## src/hw/rtl/urb_pkg.sv

```systemverilog
// Package with types, constants and helper functions of the UART register block.
`default_nettype none
package urb_pkg;

  localparam int FIFO_DEPTH = 16;
  localparam int PTR_W = (FIFO_DEPTH > 1) ? $clog2(FIFO_DEPTH) : 1;
  localparam int CNT_W = $clog2(FIFO_DEPTH + 1);

  typedef enum logic [1:0] {
    KIND_READ  = 2'd0,
    KIND_WRITE = 2'd1,
    KIND_RX    = 2'd2,
    KIND_SHIFT = 2'd3
  } kind_t;

  localparam logic [2:0] OFF_DATA    = 3'd0;
  localparam logic [2:0] OFF_IER     = 3'd1;
  localparam logic [2:0] OFF_IIR_FCR = 3'd2;
  localparam logic [2:0] OFF_LCR     = 3'd3;
  localparam logic [2:0] OFF_MCR     = 3'd4;
  localparam logic [2:0] OFF_LSR     = 3'd5;
  localparam logic [2:0] OFF_MSR     = 3'd6;
  localparam logic [2:0] OFF_SCR     = 3'd7;

  localparam logic [7:0] IIR_NONE      = 8'h01;
  localparam logic [7:0] IIR_THRE      = 8'h02;
  localparam logic [7:0] IIR_RX_DATA   = 8'h04;
  localparam logic [7:0] IIR_LINE_STAT = 8'h06;
  localparam logic [7:0] IIR_FIFO_BITS = 8'hC0;

  localparam logic [7:0] LSR_DR       = 8'h01;
  localparam logic [7:0] LSR_OE       = 8'h02;
  localparam logic [7:0] LSR_TX_EMPTY = 8'h20;
  localparam logic [7:0] LSR_TX_IDLE  = 8'h40;

  typedef struct packed {
    logic [1:0] kind;
    logic [2:0] reg_offset;
    logic [7:0] write_data;
    logic [7:0] line_byte;
  } in_item_t;

  typedef struct packed {
    logic [7:0]  read_data;
    logic        irq;
    logic        tx_start;
    logic [7:0]  tx_byte;
    logic [15:0] baud_divisor;
    logic [6:0]  line_format;
    logic [4:0]  modem_lines;
  } out_item_t;

  function automatic logic [CNT_W-1:0] trig_level(input logic on, input logic [1:0] sel);
    int t;
    case (sel)
      2'd0:    t = 1;
      2'd1:    t = 4;
      2'd2:    t = 8;
      default: t = 14;
    endcase
    if (t > FIFO_DEPTH) t = FIFO_DEPTH;
    if (!on) t = 1;
    return CNT_W'(t);
  endfunction

  function automatic logic [7:0] iir_value(input logic [3:0] ie, input logic overrun,
                                           input logic [CNT_W-1:0] rx_cnt,
                                           input logic [CNT_W-1:0] trig,
                                           input logic thre, input logic on);
    logic [7:0] v;
    if (ie[2] && overrun) v = IIR_LINE_STAT;
    else if (ie[0] && (rx_cnt >= trig)) v = IIR_RX_DATA;
    else if (ie[1] && thre) v = IIR_THRE;
    else v = IIR_NONE;
    if (on) v = v | IIR_FIFO_BITS;
    return v;
  endfunction

  // Slot of head plus count, wrapped once; the sum stays below twice the depth.
  function automatic logic [PTR_W-1:0] wrap_add(input logic [PTR_W-1:0] head,
                                                input logic [CNT_W-1:0] cnt);
    logic [CNT_W:0] s;
    s = (CNT_W+1)'(head) + (CNT_W+1)'(cnt);
    if (s >= (CNT_W+1)'(FIFO_DEPTH)) s = s - (CNT_W+1)'(FIFO_DEPTH);
    return s[PTR_W-1:0];
  endfunction

  function automatic logic [PTR_W-1:0] wrap_inc(input logic [PTR_W-1:0] head);
    logic [PTR_W-1:0] r;
    if (head == PTR_W'(FIFO_DEPTH - 1)) r = '0;
    else r = head + PTR_W'(1);
    return r;
  endfunction

endpackage
`default_nettype wire

```

## src/hw/rtl/urb_if.sv

```systemverilog
// Valid/ready channel interfaces that carry input items and result items.
`default_nettype none
interface urb_in_if;
  logic valid;
  logic ready;
  urb_pkg::in_item_t data;
  modport source (output valid, output data, input ready);
  modport sink (input valid, input data, output ready);
endinterface

interface urb_out_if;
  logic valid;
  logic ready;
  urb_pkg::out_item_t data;
  modport source (output valid, output data, input ready);
  modport sink (input valid, input data, output ready);
endinterface
`default_nettype wire

```

## src/hw/rtl/urb_ram.sv

```systemverilog
// Generic single-write, single-read RAM with registered read data.
`default_nettype none
module urb_ram #(
  parameter int WIDTH = 8,
  parameter int DEPTH = 16
) (
  input  wire logic                                   clk,
  input  wire logic                                   we,
  input  wire logic [(DEPTH > 1 ? $clog2(DEPTH) : 1)-1:0] waddr,
  input  wire logic [WIDTH-1:0]                       wdata,
  input  wire logic                                   re,
  input  wire logic [(DEPTH > 1 ? $clog2(DEPTH) : 1)-1:0] raddr,
  output      logic [WIDTH-1:0]                       rdata
);
  logic [WIDTH-1:0] mem [DEPTH];

  always_ff @(posedge clk) begin
    if (we) mem[waddr] <= wdata;
    if (re) rdata <= mem[raddr];
  end
endmodule
`default_nettype wire

```

## src/hw/rtl/uart_register_block_top.sv

```systemverilog
// Top level of the 16550A-style UART register block with its receive and transmit FIFOs.
// Each item gives its result item in the cycle after it is accepted.
// One item per cycle while the output takes results; the result register drains while the next item enters.
// The FIFO bytes live in two RAMs with registered read data, read at acceptance.
// Reset clears the state registers, counters and result valid flag, not the result payload;
// the FIFO RAMs are not cleared, since the counters keep any unwritten entry from being read.
`default_nettype none
module uart_register_block_top (
  input  wire logic  clk,
  input  wire logic  rst,
  urb_in_if.sink     req,
  urb_out_if.source  rsp
);
  import urb_pkg::*;

  // Architectural state, all in flip-flops except the FIFO bytes.
  logic [PTR_W-1:0] rx_head, rx_head_next, tx_head, tx_head_next;
  logic [CNT_W-1:0] rx_count, rx_count_next, tx_count, tx_count_next;
  logic             shifter_busy, shifter_busy_next;
  logic [3:0]       int_enable, int_enable_next;
  logic [7:0]       line_ctrl, line_ctrl_next;
  logic [4:0]       modem_ctrl, modem_ctrl_next;
  logic [7:0]       scratch_byte, scratch_byte_next;
  logic [15:0]      divisor_latch, divisor_latch_next;
  logic             fifo_on, fifo_on_next;
  logic [1:0]       trigger_sel, trigger_sel_next;
  logic             overrun_flag, overrun_flag_next;
  logic             thre_pending, thre_pending_next;

  // Result register: holds everything of the item except bytes still in RAM.
  logic             res_valid;
  logic [7:0]       res_rd;
  logic             res_rd_rx;
  logic             res_irq;
  logic             res_start;
  logic             res_bypass;
  logic [7:0]       res_bypass_byte;
  logic [15:0]      res_div;
  logic [6:0]       res_fmt;
  logic [4:0]       res_mcr;

  // RAM ports.
  logic             rx_we, rx_re, tx_we, tx_re;
  logic [PTR_W-1:0] rx_waddr, tx_waddr;
  logic [7:0]       rx_wdata, tx_wdata, rx_rdata, tx_rdata;

  // Per-item combinational results.
  logic [7:0]       step_rd;
  logic             step_rd_rx;
  logic             step_start;
  logic             step_bypass;
  logic             step_irq;

  logic             accept;
  logic             dlab;
  logic [CNT_W-1:0] cap;
  logic [CNT_W-1:0] tc;
  logic             try_load;
  logic             busy_v;
  logic [7:0]       iir_now;
  logic [7:0]       lsr_now;
  logic [7:0]       iir_next;
  kind_t            kind;

  // A new item enters whenever the result register is empty or being taken.
  assign req.ready = !res_valid || rsp.ready;
  assign accept    = req.valid && req.ready;
  assign kind      = kind_t'(req.data.kind);

  assign dlab    = line_ctrl[7];
  assign cap     = fifo_on ? CNT_W'(FIFO_DEPTH) : CNT_W'(1);
  assign iir_now = iir_value(int_enable, overrun_flag, rx_count,
                             trig_level(fifo_on, trigger_sel), thre_pending, fifo_on);

  always_comb begin
    lsr_now = 8'h00;
    if (rx_count != '0) lsr_now = lsr_now | LSR_DR;
    if (overrun_flag) lsr_now = lsr_now | LSR_OE;
    if (tx_count == '0) begin
      lsr_now = lsr_now | LSR_TX_EMPTY;
      if (!shifter_busy) lsr_now = lsr_now | LSR_TX_IDLE;
    end
  end

  // One event per accepted item: update the state, issue the RAM accesses.
  always_comb begin
    rx_head_next       = rx_head;
    rx_count_next      = rx_count;
    tx_head_next       = tx_head;
    tx_count_next      = tx_count;
    shifter_busy_next  = shifter_busy;
    int_enable_next    = int_enable;
    line_ctrl_next     = line_ctrl;
    modem_ctrl_next    = modem_ctrl;
    scratch_byte_next  = scratch_byte;
    divisor_latch_next = divisor_latch;
    fifo_on_next       = fifo_on;
    trigger_sel_next   = trigger_sel;
    overrun_flag_next  = overrun_flag;
    thre_pending_next  = thre_pending;
    step_rd     = 8'h00;
    step_rd_rx  = 1'b0;
    step_start  = 1'b0;
    step_bypass = 1'b0;
    rx_we = 1'b0; rx_re = 1'b0; tx_we = 1'b0; tx_re = 1'b0;
    rx_waddr = wrap_add(rx_head, rx_count);
    rx_wdata = req.data.line_byte;
    tx_waddr = wrap_add(tx_head, tx_count);
    tx_wdata = req.data.write_data;
    tc       = tx_count;
    try_load = 1'b0;
    busy_v   = shifter_busy;

    case (kind)
      KIND_READ: begin
        case (req.data.reg_offset)
          OFF_DATA: begin
            if (dlab) begin
              step_rd = divisor_latch[7:0];
            end else if (rx_count != '0) begin
              // The byte comes out of the registered RAM read port.
              rx_re         = accept;
              step_rd_rx    = 1'b1;
              rx_head_next  = wrap_inc(rx_head);
              rx_count_next = rx_count - CNT_W'(1);
            end
          end
          OFF_IER:     step_rd = dlab ? divisor_latch[15:8] : {4'h0, int_enable};
          OFF_IIR_FCR: begin
            step_rd = iir_now;
            if (step_rd[3:0] == IIR_THRE[3:0]) thre_pending_next = 1'b0;
          end
          OFF_LCR:     step_rd = line_ctrl;
          OFF_MCR:     step_rd = {3'b000, modem_ctrl};
          OFF_LSR: begin
            step_rd           = lsr_now;
            overrun_flag_next = 1'b0;
          end
          OFF_MSR:     step_rd = 8'h00;
          default:     step_rd = scratch_byte;
        endcase
      end
      KIND_WRITE: begin
        case (req.data.reg_offset)
          OFF_DATA: begin
            if (dlab) begin
              divisor_latch_next[7:0] = req.data.write_data;
            end else begin
              thre_pending_next = 1'b0;
              if (tx_count < cap) begin
                tx_we = accept;
                tc    = tx_count + CNT_W'(1);
              end
              try_load = 1'b1;
            end
          end
          OFF_IER: begin
            if (dlab) begin
              divisor_latch_next[15:8] = req.data.write_data;
            end else begin
              if (req.data.write_data[1] && !int_enable[1] && tx_count == '0)
                thre_pending_next = 1'b1;
              int_enable_next = req.data.write_data[3:0];
            end
          end
          OFF_IIR_FCR: begin
            if (req.data.write_data[0] != fifo_on || req.data.write_data[1]) begin
              rx_head_next  = '0;
              rx_count_next = '0;
            end
            if (req.data.write_data[0] != fifo_on || req.data.write_data[2]) begin
              if (tx_count != '0) thre_pending_next = 1'b1;
              tx_head_next  = '0;
              tx_count_next = '0;
            end
            fifo_on_next     = req.data.write_data[0];
            trigger_sel_next = req.data.write_data[7:6];
          end
          OFF_LCR: line_ctrl_next    = req.data.write_data;
          OFF_MCR: modem_ctrl_next   = req.data.write_data[4:0];
          OFF_SCR: scratch_byte_next = req.data.write_data;
          default: ;
        endcase
      end
      KIND_RX: begin
        if (rx_count < cap) begin
          rx_we         = accept;
          rx_count_next = rx_count + CNT_W'(1);
        end else begin
          overrun_flag_next = 1'b1;
          if (!fifo_on) begin
            // Single holding byte is overwritten in place.
            rx_we    = accept;
            rx_waddr = rx_head;
          end
        end
      end
      default: begin
        busy_v            = 1'b0;
        shifter_busy_next = 1'b0;
        try_load          = 1'b1;
      end
    endcase

    // Hand the oldest transmit byte to an idle shifter.
    if (try_load) begin
      tx_count_next = tc;
      if (!busy_v && tc != '0) begin
        tx_re             = accept;
        step_start        = 1'b1;
        // A byte written into an empty store is read in the same step.
        step_bypass       = tx_we && (tx_count == '0);
        tx_head_next      = wrap_inc(tx_head);
        tx_count_next     = tc - CNT_W'(1);
        shifter_busy_next = 1'b1;
        if (tx_count_next == '0) thre_pending_next = 1'b1;
      end
    end

    iir_next = iir_value(int_enable_next, overrun_flag_next, rx_count_next,
                         trig_level(fifo_on_next, trigger_sel_next),
                         thre_pending_next, fifo_on_next);
    step_irq = !iir_next[0];
  end

  always_ff @(posedge clk) begin
    if (rst) begin
      rx_head       <= '0;
      rx_count      <= '0;
      tx_head       <= '0;
      tx_count      <= '0;
      shifter_busy  <= 1'b0;
      int_enable    <= '0;
      line_ctrl     <= '0;
      modem_ctrl    <= '0;
      scratch_byte  <= '0;
      divisor_latch <= '0;
      fifo_on       <= 1'b0;
      trigger_sel   <= '0;
      overrun_flag  <= 1'b0;
      thre_pending  <= 1'b0;
      res_valid     <= 1'b0;
    end else begin
      if (accept) begin
        rx_head       <= rx_head_next;
        rx_count      <= rx_count_next;
        tx_head       <= tx_head_next;
        tx_count      <= tx_count_next;
        shifter_busy  <= shifter_busy_next;
        int_enable    <= int_enable_next;
        line_ctrl     <= line_ctrl_next;
        modem_ctrl    <= modem_ctrl_next;
        scratch_byte  <= scratch_byte_next;
        divisor_latch <= divisor_latch_next;
        fifo_on       <= fifo_on_next;
        trigger_sel   <= trigger_sel_next;
        overrun_flag  <= overrun_flag_next;
        thre_pending  <= thre_pending_next;
      end
      if (accept) res_valid <= 1'b1;
      else if (rsp.ready) res_valid <= 1'b0;
    end
  end

  // Result payload; no reset needed.
  always_ff @(posedge clk) begin
    if (accept) begin
      res_rd          <= step_rd;
      res_rd_rx       <= step_rd_rx;
      res_irq         <= step_irq;
      res_start       <= step_start;
      res_bypass      <= step_bypass;
      res_bypass_byte <= req.data.write_data;
      res_div         <= divisor_latch_next;
      res_fmt         <= line_ctrl_next[6:0];
      res_mcr         <= modem_ctrl_next;
    end
  end

  urb_ram #(.WIDTH(8), .DEPTH(FIFO_DEPTH)) u_rx_ram (
    .clk   (clk),
    .we    (rx_we),
    .waddr (rx_waddr),
    .wdata (rx_wdata),
    .re    (rx_re),
    .raddr (rx_head),
    .rdata (rx_rdata)
  );

  urb_ram #(.WIDTH(8), .DEPTH(FIFO_DEPTH)) u_tx_ram (
    .clk   (clk),
    .we    (tx_we),
    .waddr (tx_waddr),
    .wdata (tx_wdata),
    .re    (tx_re),
    .raddr (tx_head),
    .rdata (tx_rdata)
  );

  // The RAMs are read only on acceptance, so their data hold while the result stalls.
  assign rsp.valid             = res_valid;
  assign rsp.data.read_data    = res_rd_rx ? rx_rdata : res_rd;
  assign rsp.data.irq          = res_irq;
  assign rsp.data.tx_start     = res_start;
  assign rsp.data.tx_byte      = !res_start ? 8'h00 : (res_bypass ? res_bypass_byte : tx_rdata);
  assign rsp.data.baud_divisor = res_div;
  assign rsp.data.line_format  = res_fmt;
  assign rsp.data.modem_lines  = res_mcr;
endmodule
`default_nettype wire

```

## src/flat_wrapper.sv

```systemverilog
// flat-port wrapper written by rule: the top's interface ports become plain ports
module uart_register_block_top_flat import urb_pkg::*;
  (clk, rst, req_valid, req_data, req_ready, rsp_valid, rsp_data, rsp_ready);
  urb_in_if req_i ();
  urb_out_if rsp_i ();
  input  wire logic clk;
  input  wire logic rst;
  input wire logic [$bits(req_i.valid)-1:0] req_valid;
  input wire logic [$bits(req_i.data)-1:0] req_data;
  output wire logic [$bits(req_i.ready)-1:0] req_ready;
  output wire logic [$bits(rsp_i.valid)-1:0] rsp_valid;
  output wire logic [$bits(rsp_i.data)-1:0] rsp_data;
  input wire logic [$bits(rsp_i.ready)-1:0] rsp_ready;
  assign req_i.valid = req_valid;
  assign req_i.data = req_data;
  assign req_ready = req_i.ready;
  assign rsp_valid = rsp_i.valid;
  assign rsp_data = rsp_i.data;
  assign rsp_i.ready = rsp_ready;
  uart_register_block_top u_core (.clk(clk), .rst(rst), .req(req_i), .rsp(rsp_i));
endmodule
```

## config.mk

```make
export PLATFORM = sky130hd
export DESIGN_NAME = uart_register_block_top_flat
export DESIGN_NICKNAME = d
export VERILOG_FILES = /design/src/hw/rtl/urb_pkg.sv /design/src/hw/rtl/urb_if.sv /design/src/hw/rtl/urb_ram.sv /design/src/hw/rtl/uart_register_block_top.sv /design/src/flat_wrapper.sv
export SDC_FILE = /design/constraint.sdc
export NUM_CORES = 1
export LEC_CHECK = 0
export ABC_CLOCK_PERIOD_IN_PS = 4100
export BUFFER_PORTS_ARGS = -buffer_cell sky130_fd_sc_hd__buf_2
export CORE_MARGIN = 1.5
export CORE_UTILIZATION = 45
export CTS_CLUSTER_DIAMETER = 200
export DETAILED_ROUTE_END_ITERATION = 8
export PLACE_DENSITY = 0.68
export SYNTH_ARGS = -nofsm -noshare
export SYNTH_HDL_FRONTEND = slang
export SYNTH_SLANG_ARGS = --single-unit
```

## constraint.sdc

```tcl
create_clock -name clk -period 4.1 [get_ports clk]
set_input_delay 0.615 -clock clk [delete_from_list [all_inputs] [get_ports clk]]
set_output_delay 0.615 -clock clk [all_outputs]
set_load 0.01 [all_outputs]
```

==> results_dict.tcl <==
set metrics [dict create \
    cts_tree "done" \
    avgViaCountPerCell 5.79 \
    area_delta_synth_final_pct 13.9 \
    ir_drop_mv 0.355 \
    grt_pass1_wl_mm 58.9 \
    crit_chain "inv_1, ha_1, inv_1, a41o_1, nand2_1, mux2i_1, ha_1, o21a_1, o21ai_1, a311oi_1, o221ai_1" \
    drc 0 \
    hold_viol 0 \
    post-place-cells 1659 \
    hold_path_end "u_core.rsp.valid" \
    max_freq_mhz 279 \
    holdPathStages 3 \
    wl_per_cell_um 22.2 \
    clk_latency_ns 0.55 \
    maxSlewViolCount 0 \
    critPathKind "register to register" \
    finish.instance_area_sq_um 19200 \
    num_io_pins 73 \
    dr.pass1.iters 7 \
    final_cells 1731 \
    grtUsageTotal_pct 20.3 \
    clockRootBuffer "clkbuf_16" \
    syn_nets 1178 \
    first_iter_violations 809 \
    die_area_sq_um 38600 \
    maxSlewHeadroom_pct 44.5 \
    synth-seq-cells 386 \
    grt_overflow_total 0 \
    setup_viol 0 \
    dpl.hpwl_mm 25.4 \
    grt_pass1_vias 9835 \
    clockBufferDepth 3 \
    path_buf_inv 2 \
    clk_pin_slew_ns 0.07 \
    wl_mm 38.4 \
    worst_setup_path_start_kind "register" \
    register_area_sq_um 10900 \
    start_util_pct 45.9 \
    coreArea_sq_um 36700 \
    cts_setup_buffers 0 \
    power.leakage_nw 6.62 \
    multi_input_area_sq_um 5570 \
    cp_max_fo 14 \
    max_stage_delay_ns 0.63 \
    status "finished clean" \
    worstReg2RegStart "u_core.fifo_on" \
    ys_seq_area_share_pct 64.9 \
    gp_routability_congestion 0.875 \
    fin_crit_sh_pct 87.5 \
    ys_types 71 \
    p_per_area_nw_per_um2 424 \
    rsz0062_at_grt "no" \
    drive_above_1_share_pct 24.7 \
    worstHoldPathType "input port to register" \
    syn_area_sq_um 16800 \
    path_delay_family "compound AO/OA/AOI/OAI gates" \
    ys_warn_count 0 \
    postSynthCellCount 1126 \
    ant_nets 0 \
    cp-end-kind "register" \
    cts_sinks 386 \
    fill_cells 2994 \
    grt_max_degree 45 \
    cts_resized 0 \
    vias 10000 \
    die_height_um 196 \
    synthFlopType "edfxtp_1" \
    finClkSkew_ns 0.0132 \
    htreeDepth 2 \
    crit_slowest_cell "dfxtp_1" \
    cts_hold_buf 0 \
    numPortBuffers 72 \
    cp_data_required_time_ns 4.38 \
    r2r_slack_ns 0.51 \
    numCtsBuffers 40 \
    synth_edf_count 320 \
    max_cap_viol_count 0 \
    antenna_found_initial 2 \
    worst_r2r_endpoint "u_core.res_irq" \
    worst_pin_slew_ns 0.832 \
    period_needed_ns 3.59 \
    async_reset_ff_share_pct 0 \
    synth.avg_cell_area_sq_um 15.0 \
    hp-start "req_valid" \
    crit_arrival_ns 3.86 \
    r2r_cells 11 \
    tns_ns 0 \
    placed_area_sq_um 17900 \
    nets 1285 \
    fp.dieW_um 196 \
    rows 70 \
]
[worst min-delay path: stages]
cell and delay, ns:
buf_2 0.11, inv_1 0.04, a21oi_1 0.05
[how the worst max path moves through the flow]
stage                              start                 to  slack, ns  depth (start not counted)
after global placement      req_data[17]     u_core.res_irq       0.58                         10
final                     u_core.fifo_on     u_core.res_irq       0.51                         11
after global routing      u_core.fifo_on     u_core.res_irq       0.21                         11
after floorplan                rsp_ready  u_core.res_bypass       0.81                          5
after detailed placement    req_data[20]     u_core.res_irq       0.48                         13
after CTS                 u_core.fifo_on     u_core.res_irq       0.55                         11
[synth_stat cells, types with 11 or more instances]
cell	n	share of area, %
edfxtp_1	320	57
nand2_1	88	2.0
nor2_1	82	1.8
mux4_2	80	11
dfxtp_1	66	7.8
clkbuf_1	50	1.1
a21oi_1	47	1.4
mux2_2	35	2.3
o21ai_0	34	1.0
mux2i_1	33	2.0
nor3_1	33	0.98
ha_1	25	1.9
nand3_1	19	0.56
inv_1	18	0.40
nor2b_1	14	0.52
a31oi_1	11	0.41
nand2b_1	11	0.41
[metrics by stage]
| step | hold WS (ns) | utilization (%) | setup WS (ns) | total power, mW |
|---|---|---|---|---|
| 2_1_floorplan | 0.443 | - | 0.812 | 4.61 |
| 3_3_place_gp | 0.454 | 48.9 | 0.576 | 4.77 |
| 3_5_place_dp | 0.468 | 48.9 | 0.480 | 4.78 |
| 4_1_cts | 0.296 | 52.3 | 0.551 | 8.21 |
| 5_1_grt | 0.333 | 52.3 | 0.206 | 8.38 |
| 6_report | 0.314 | 52.3 | 0.514 | 8.14 |
[where the power goes]
| part | switching [mW] | internal (mW) |
|---|---|---|
| Combinational | 0.250 | 0.128 |
| Clock | 1.45 | 1.99 |
| Sequential | 0.0280 | 4.29 |
[sequential cells by signal (all words and copies together) (netlist names), 4 cells and up]
register,count
u_core.scratch_byte,8
u_core.res_bypass_byte,8
u_core.rx_count,5
u_core.rx_head,4
u_core.u_tx_ram.mem,128
u_core.int_enable,4
u_core.res_fmt,7
u_core.tx_count,5
u_core.u_rx_ram.rdata,8
u_core.res_mcr,5
u_core.u_rx_ram.mem,128
u_core.modem_ctrl,5
u_core.res_rd,8
u_core.divisor_latch,16
u_core.line_ctrl,8
u_core.tx_head,4
u_core.res_div,16
u_core.u_tx_ram.rdata,8
[cells in the final DEF, fill, tap and decap left out, drive strengths merged, types with 14 or more instances in the layout]
cell type  instances
a21oi             47
o21ai             36
mux2i             33
clkbuf            55
nand2             88
nor3              35
mux4              80
nand3             19
dfxtp             66
nor2              82
buf              129
ha                25
mux2              40
inv               22
edfxtp           320
nor2b             14
[layer usage]
layer | part of all wire, % | track usage, % | up-vias
met2 | 48 | 31.9 | 344
met1 | 44 | 28.7 | 5007
li1 | - | - | 4602
met3 | 6.2 | 3.68 | 64
met5 | 0.042 | 0 | -
met4 | 2.3 | 6.64 | 2
[final cells by class]
class                   instances  share of cell area (%)
diodes                          1                  0.0130
clock inverters                16                   0.731
clock buffers                  55                    5.68
inverters                      20                   0.398
well taps                     468                    3.05
multi-input cells             656                    29.0
repair buffers                129                    4.11
flip-flops and latches        386                    57.0
[cell families (layout without fill, tap and decap cells)]
| family | Yosys count | after routing | synth area share [%] |
|---|---|---|---|
| other | 0 | 1 | 0 |
| adder cells (fa/ha/maj) | 27 | 27 | 2.10 |
| AO/OA/AOI/OAI | 158 | 158 | 6.05 |
| XOR/XNOR | 16 | 16 | 0.877 |
| AND/OR/NAND/NOR | 302 | 302 | 8.70 |
| buffers and inverters | 84 | 220 | 2.01 |
| multiplexers | 153 | 153 | 15.3 |
| flip-flops | 386 | 386 | 64.9 |
Note: power is estimated with default switching activity, not from simulation.
